**src/design/bpd_pkg.sv**
```systemverilog
// Shared types and constants for the binomial 2x pyramid downsampler.
// No dependencies; used by bpd_tap_cell, the top level and the testbench.

package bpd_pkg;

  localparam int PIX_W     = 8;   // pixel width
  localparam int ACC_W     = 12;  // width of a 16-weight tap sum of 8-bit pixels
  localparam int CFG_W     = 11;  // configuration register width
  localparam int CFG_IDX_W = 1;   // configuration register index width
  localparam int W_RESET   = 320; // reset value of out_width
  localparam int H_RESET   = 240; // reset value of out_height

  // Configuration register indexes.
  typedef enum logic [CFG_IDX_W-1:0] {
    REG_OUT_WIDTH  = 1'b0,
    REG_OUT_HEIGHT = 1'b1
  } cfg_reg_t;

  // Control and data carried from the line-store read stage to the vertical stage.
  typedef struct packed {
    logic             valid;
    logic             last;
    logic [1:0]       slot;
    logic [PIX_W-1:0] mid;
  } vert_stage_t;

endpackage

```
**src/design/bpd_tap_cell.sv**
```systemverilog
// One cell of the horizontal filter chain: holds one pixel of the row window,
// passes it to its neighbor and adds its weighted pixel to the running tap sum.
// Depends on bpd_pkg.

module bpd_tap_cell #(
  parameter int WEIGHT = 1
) (
  input  logic                      clk,
  input  logic                      en,
  input  logic [bpd_pkg::PIX_W-1:0] pix_in,
  output logic [bpd_pkg::PIX_W-1:0] pix_out,
  input  logic [bpd_pkg::ACC_W-1:0] acc_in,
  output logic [bpd_pkg::ACC_W-1:0] acc_out
);

  logic [bpd_pkg::PIX_W-1:0] pix_r;

  always_ff @(posedge clk) begin
    if (en) begin
      pix_r <= pix_in;
    end
  end

  assign pix_out = pix_r;
  assign acc_out = acc_in + bpd_pkg::ACC_W'(WEIGHT) * bpd_pkg::ACC_W'(pix_r);

endmodule

```
**config.mk**
```make
export PLATFORM = sky130hd
export DESIGN_NAME = bpd_tap_cell
export DESIGN_NICKNAME = d
export VERILOG_FILES = /design/src/design/bpd_pkg.sv /design/src/design/bpd_tap_cell.sv
export SDC_FILE = /design/constraint.sdc
export NUM_CORES = 1
export LEC_CHECK = 0
export ABC_CLOCK_PERIOD_IN_PS = 2540
export BUFFER_PORTS_ARGS = -buffer_cell sky130_fd_sc_hd__buf_2
export CORE_AREA = 2 2 45 47
export CTS_CLUSTER_SIZE = 28
export DETAILED_ROUTE_END_ITERATION = 7
export DIE_AREA = 0 0 47 49
export GPL_TIMING_DRIVEN = 0
export PLACE_DENSITY = 0.8
export REMOVE_ABC_BUFFERS = 1
export SLEW_MARGIN = 10
export SYNTH_ARGS = -nofsm -noshare
export SYNTH_HDL_FRONTEND = slang
export SYNTH_SLANG_ARGS = --single-unit
```
**constraint.sdc**
```tcl
create_clock -name clk -period 2.54 [get_ports clk]
set_input_delay 0.254 -clock clk [delete_from_list [all_inputs] [get_ports clk]]
set_output_delay 0.254 -clock clk [all_outputs]
set_load 0.1 [all_outputs]
```
==> results of run 1 <==
[per-layer routing]
metal  track usage [%]  vias to the layer above  part of all wire [%]  wire length (um)
met5                 0                        -                     0                 0
met4              7.87                        0                     0                 0
met3              2.22                        0                   2.7                45
met2              26.3                       16                    55               918
met1              18.2                      348                    42               700
li1                  -                      388                     -                 -
[report_power, final]
group / internal, uW / switching (uW) / leakage, uW / total (uW)
registers: 158 / 7.67 / 0.0000783 / 166
clock network: 53.5 / 35.5 / 0.0000138 / 89.0
logic: 130 / 479 / 0.000398 / 609
total: 341 / 523 / 0.000490 / 864
[synthesized netlist by cell type, drive strengths merged]
master	instances	area, um^2
a2111oi	1	15.0
a211o	1	10.0
a211oi	4	40.0
a21o	2	16.3
a21oi	5	25.0
a311o	1	10.0
a31oi	2	12.5
and3	3	20.0
buf	1	11.3
edfxtp	8	240
fa	1	20.0
ha	8	100
inv	4	15.0
nand2	7	26.3
nand3	3	15.0
nand4	2	12.5
nand4b	1	8.76
nor2	5	18.8
nor3	1	5.00
nor3b	1	7.51
o211ai	1	12.5
o21ai	5	32.5
o21bai	2	15.0
o311ai	1	8.76
or3	1	6.26
xnor2	5	43.8
xor2	1	8.76
[worst paths after layout]
kind / startpoint / endpoint / slack [ns] / cells after the start
max: pix_out[0] / acc_out[8] / 0.02 / 7
min: pix_in[5] / pix_out[5] / 0.18 / 1
[kinds of logic (layout without fill, tap and decap cells)]
logic type / Yosys count / count (layout) / synth area share (%)
flip-flops: 8 / 8 / 31.7
AO/OA/AOI/OAI: 25 / 25 / 26.1
adder cells (fa/ha/maj): 9 / 9 / 15.9
AND/OR/NAND/NOR: 24 / 24 / 15.9
buffers and inverters: 5 / 49 / 3.47
XOR/XNOR: 6 / 6 / 6.94
[area by class of cell]
type | count | area, um^2 | area share, %
inverters | 4 | 15.0 | 1.39
repair buffers | 42 | 241 | 22.4
multi-input cells | 64 | 526 | 48.7
clock buffers | 3 | 22.5 | 2.09
flip-flops and latches | 8 | 240 | 22.3
well taps | 27 | 33.8 | 3.13
[what timing repair did]
item | in CTS | in global routing
gates resized for setup | 7 | 10
setup endpoints to repair | 5 | 7
setup buffers | 0 | 1
pin swaps | 2 | 4
endpoints found under the hold margin | 0 | 0
hold buffers | 0 | 0
[per-stage QoR]
step	util [%]	TNS [ns]	setup WS, ns
after floorplan	-	-9.83	-1.74
after global placement	53.5	-0.0514	-0.0514
after detailed placement	53.5	-0.0841	-0.0841
after CTS	55.8	-0.0160	-0.0160
after global routing	58.6	-0.214	-0.156
final	58.6	0	0.0167
==> flow_summary.toml, run 1 <==
[final_layout]
antenna_cells = 0
syn2layout_area_growth_pct = 42.5
fin_cells = 148
fillerInstances = 162
final_cell_mix = "34 x buf_2, 8 x edfxtp_1, 7 x nand2_1, 6 x ha_1"
fin_area_um2 = 1080
drive_above_1_share_pct = 47.1
largest_register_ffs = 8
fin_nets = 154
layout_commonest_cell = "buf_2"

[critical_path]
crit_buf_inv = 1
crit_path_start_kind = "flip-flop"
crit_path_max_incr_delay_ns = 0.42
end_kind = "primary output"
crit_chain = "ha_4, fa_2, a211oi_4, o21ai_2, a2111oi_2, nand4b_1, buf_8"
worstSetupPathType = "reg2out"
critPathMaxFanout = 4
worst_path_dominant_cell_family = "compound AO/OA/AOI/OAI gates"
cpMaxStageDelayCell = "edfxtp_1"
cp.required_ns = 2.29
crit_arrival_ns = 2.27

[run]
drv_cap = 0

[detailed_routing]
drcViolationCount = 0
drt_first_pass_iters = 4
vias_per_cell = 5.08
wl_um = 1660
drt_iter0_drc = 5
postRouteAntennaNets = 0
wl_per_cell_um = 11.2
num_vias = 752

[logic_synthesis]
yosysSeqAreaShare_pct = 31.7
yosysWarnings = 0
syn-cell-area_um2 = 757
synthDistinctLibCells = 32
avgSynthCellArea_um2 = 9.83
ys_seq_elements = 8
syn_inst = 77

[status]
status = "completed"

[sta]
fin_crit_sh_pct = 99.3
max-slew-margin-rel_pct = 67.5
rsz0062_at_grt = "true"
max_freq_mhz = 396
whs_ns = 0.184
hold_viol_final = 0
slew_violations = 0
fin_crit_ns = 2.52
worst_pin_slew_ns = 0.490
setup_viol = 0

[grt]
grt_pass1_vias = 693
grt_pass1_wl_um = 2660
antenna_found_initial = 0
track_usage_pct = 15.6
grt_max_degree = 10
overflow = 0

[clock_tree]
cts_tree = "built"
cts_max_path_buffers = 2
clock-sinks = 8
cts_max_level = 1
cts-root-buf = "clkbuf_4"
clkTransAtPathRegs_ns = 0.05
cts_inserted_buffers = 3

[place]
port_buffers = 41
dpl.cell_count = 144
place_area_um2 = 985
finalWeightedCongestion = 0.749
hpwl_um = 1380

[pwr]
power_uw = 864
p_leak_uw = 0.000490
ir_drop_v = 0.000497
powerDensity_nw_per_um2 = 801

[floorplan]
ioPinCount = 42
die_area_um2 = 2300
std_cell_rows = 16
start_util_pct = 41.1
die_h_um = 49
die_w_um = 47
core_um2 = 1840

[min_path]
hold_path_class = "in2reg"
(Power assumes the default switching activity.)
==> inputs of run 2 (changes only) <==
Settings changed: ABC_CLOCK_PERIOD_IN_PS 2540 to 2950.
Clock period 2.54 ns to 2.95 ns, I/O delays scaled along.
==> run 2 against run 1 <==
Compared with the run above:
- sequential power fell by 15%
- combinational power decreased by 17%
- wire length fell by 4.6%
- power decreased by 17%
- via count fell by 1.3%
- critical path type unchanged
==> flow_summary.toml, run 2 (synthesized netlist as in run 1, its figures left out) <==
[clock_tree]
cts_inserted_buffers = 3
cts_tree = "built"
cts_max_level = 1
clock-sinks = 8
cts-root-buf = "clkbuf_4"
cts_setup_buffers = 0
clkTransAtPathRegs_ns = 0.05
holdBufCountCts = 0
cts_max_path_buffers = 2

[pwr]
ir_drop_v = 0.000469
powerDensity_nw_per_um2 = 710
p_sw_uw = 444
combinationalPowerShare_pct = 69.8
p_leak_uw = 0.000477
swShare_pct = 61.5
pwr-share-seq_pct = 19.6
internal_power_uw = 278
power_uw = 721
p_clk_share_pct = 10.6

[grt]
grt_pass1_vias = 694
track_usage_pct = 15.6
grt_pass1_wl_um = 2660
grt_max_degree = 10
overflow = 0
antenna_found_initial = 0

[critical_path]
crit_path_start_kind = "flip-flop"
crit_arrival_ns = 2.45
cp.required_ns = 2.65
worstSetupPathType = "reg2out"
end_kind = "primary output"
critPathMaxFanout = 4
crit_start = "pix_out[0]"

[detailed_routing]
drcViolationCount = 0
drt_first_pass_iters = 4
drt_iter0_drc = 5
wl_per_cell_um = 10.8
postRouteAntennaNets = 0
wl_um = 1590
vias_per_cell = 5.05
num_vias = 742

[final_layout]
syn2layout_area_growth_pct = 34.2
fin_nets = 153
final_cell_mix = "39 x buf_2, 8 x ha_1, 8 x edfxtp_1, 7 x nand2_1"
layout_commonest_cell = "buf_2"
antenna_cells = 0
largest_register_ffs = 8
fillerInstances = 171
drive_above_1_share_pct = 44.2
utilization_pct = 55.2

[sta]
max_freq_mhz = 364
worst_pin_slew_ns = 0.492
fin_crit_sh_pct = 93.1
fin_crit_ns = 2.75
setup_viol = 0
max-slew-margin-rel_pct = 67.4
hold_viol_final = 0
rsz0062_at_grt = "false"
slew_violations = 0

[floorplan]
die_area_um2 = 2300
die_h_um = 49
core_um2 = 1840
std_cell_rows = 16
ioPinCount = 42
start_util_pct = 41.1
die_w_um = 47

[place]
finalWeightedCongestion = 0.749
hpwl_um = 1380
port_buffers = 41

[min_path]
hold_start = "pix_in[5]"
hold_depth = 1
hold_path_class = "in2reg"
hold-path-endpoint = "pix_out[5]"

[status]
status = "completed"

[run]
drv_cap = 0
==> run 2: cell count changes in the layout (fill, tap and decap cells not counted), moves of 2 or more <==
cell / previous run / this run
ha_4: 2 / 0
buf_4: 4 / 0
buf_2: 34 / 39
ha_1: 6 / 8
==> run 2: per-stage QoR <==
stage          std cells  instance area (um^2)  hold slack (ns)  TNS [ns]  setup slack (ns)
6_report             147                  1020            0.225         0             0.205
5_1_grt              147                  1020            0.203         0           0.00831
4_1_cts              147                  1010            0.213         0            0.0105
3_5_place_dp         144                   985            0.473         0             0.285
3_3_place_gp         144                   985            0.471         0             0.318
2_1_floorplan         76                   746            0.394     -6.10             -1.37
==> run 2: worst max-delay path, stage by stage, from the launching register on <==
cell	delay [ns]
edfxtp_1	0.38
ha_1	0.27
fa_1	0.44
a211oi_2	0.31
o21ai_2	0.14
a31oi_1	0.18
xnor2_1	0.14
clkbuf_4	0.35
==> run 2: worst max path at each step <==
stage / end
after detailed placement: acc_out[8]
after floorplan: acc_out[9]
final: acc_out[10]
after global placement: acc_out[8]
after CTS: acc_out[8]
after global routing: acc_out[8]
==> run 2: timing repair <==
action	4_1_cts	5_1_grt
gates resized for setup	0	4
setup endpoints to repair	0	2
endpoints found under the hold margin	0	0
==> run 2: layout make-up <==
type | count | area, um^2 | area share, %
clock buffer | 3 | 22.5 | 2.22
inverter | 4 | 15.0 | 1.48
tap | 27 | 33.8 | 3.33
sequential | 8 | 240 | 23.6
timing repair buffer | 41 | 214 | 21.1
multi-input combinational | 64 | 490 | 48.3
==> run 2: power groups by stage <==
stage | Clock (uW) | Combinational [uW] | Sequential, uW
2_1_floorplan | 0 | 363 | 207
3_3_place_gp | 0 | 493 | 143
3_5_place_dp | 0 | 499 | 143
4_1_cts | 81.3 | 500 | 141
5_1_grt | 89.1 | 524 | 143
6_report | 76.7 | 503 | 141
==> run 2: per-layer routing <==
layer | wire length, um | global-route usage (%) | share of wire (%)
met1 | 663 | 18.0 | 42
met2 | 875 | 26.0 | 55
met3 | 49 | 2.59 | 3.1
met4 | 0 | 8.33 | 0
met5 | 0 | 0 | 0
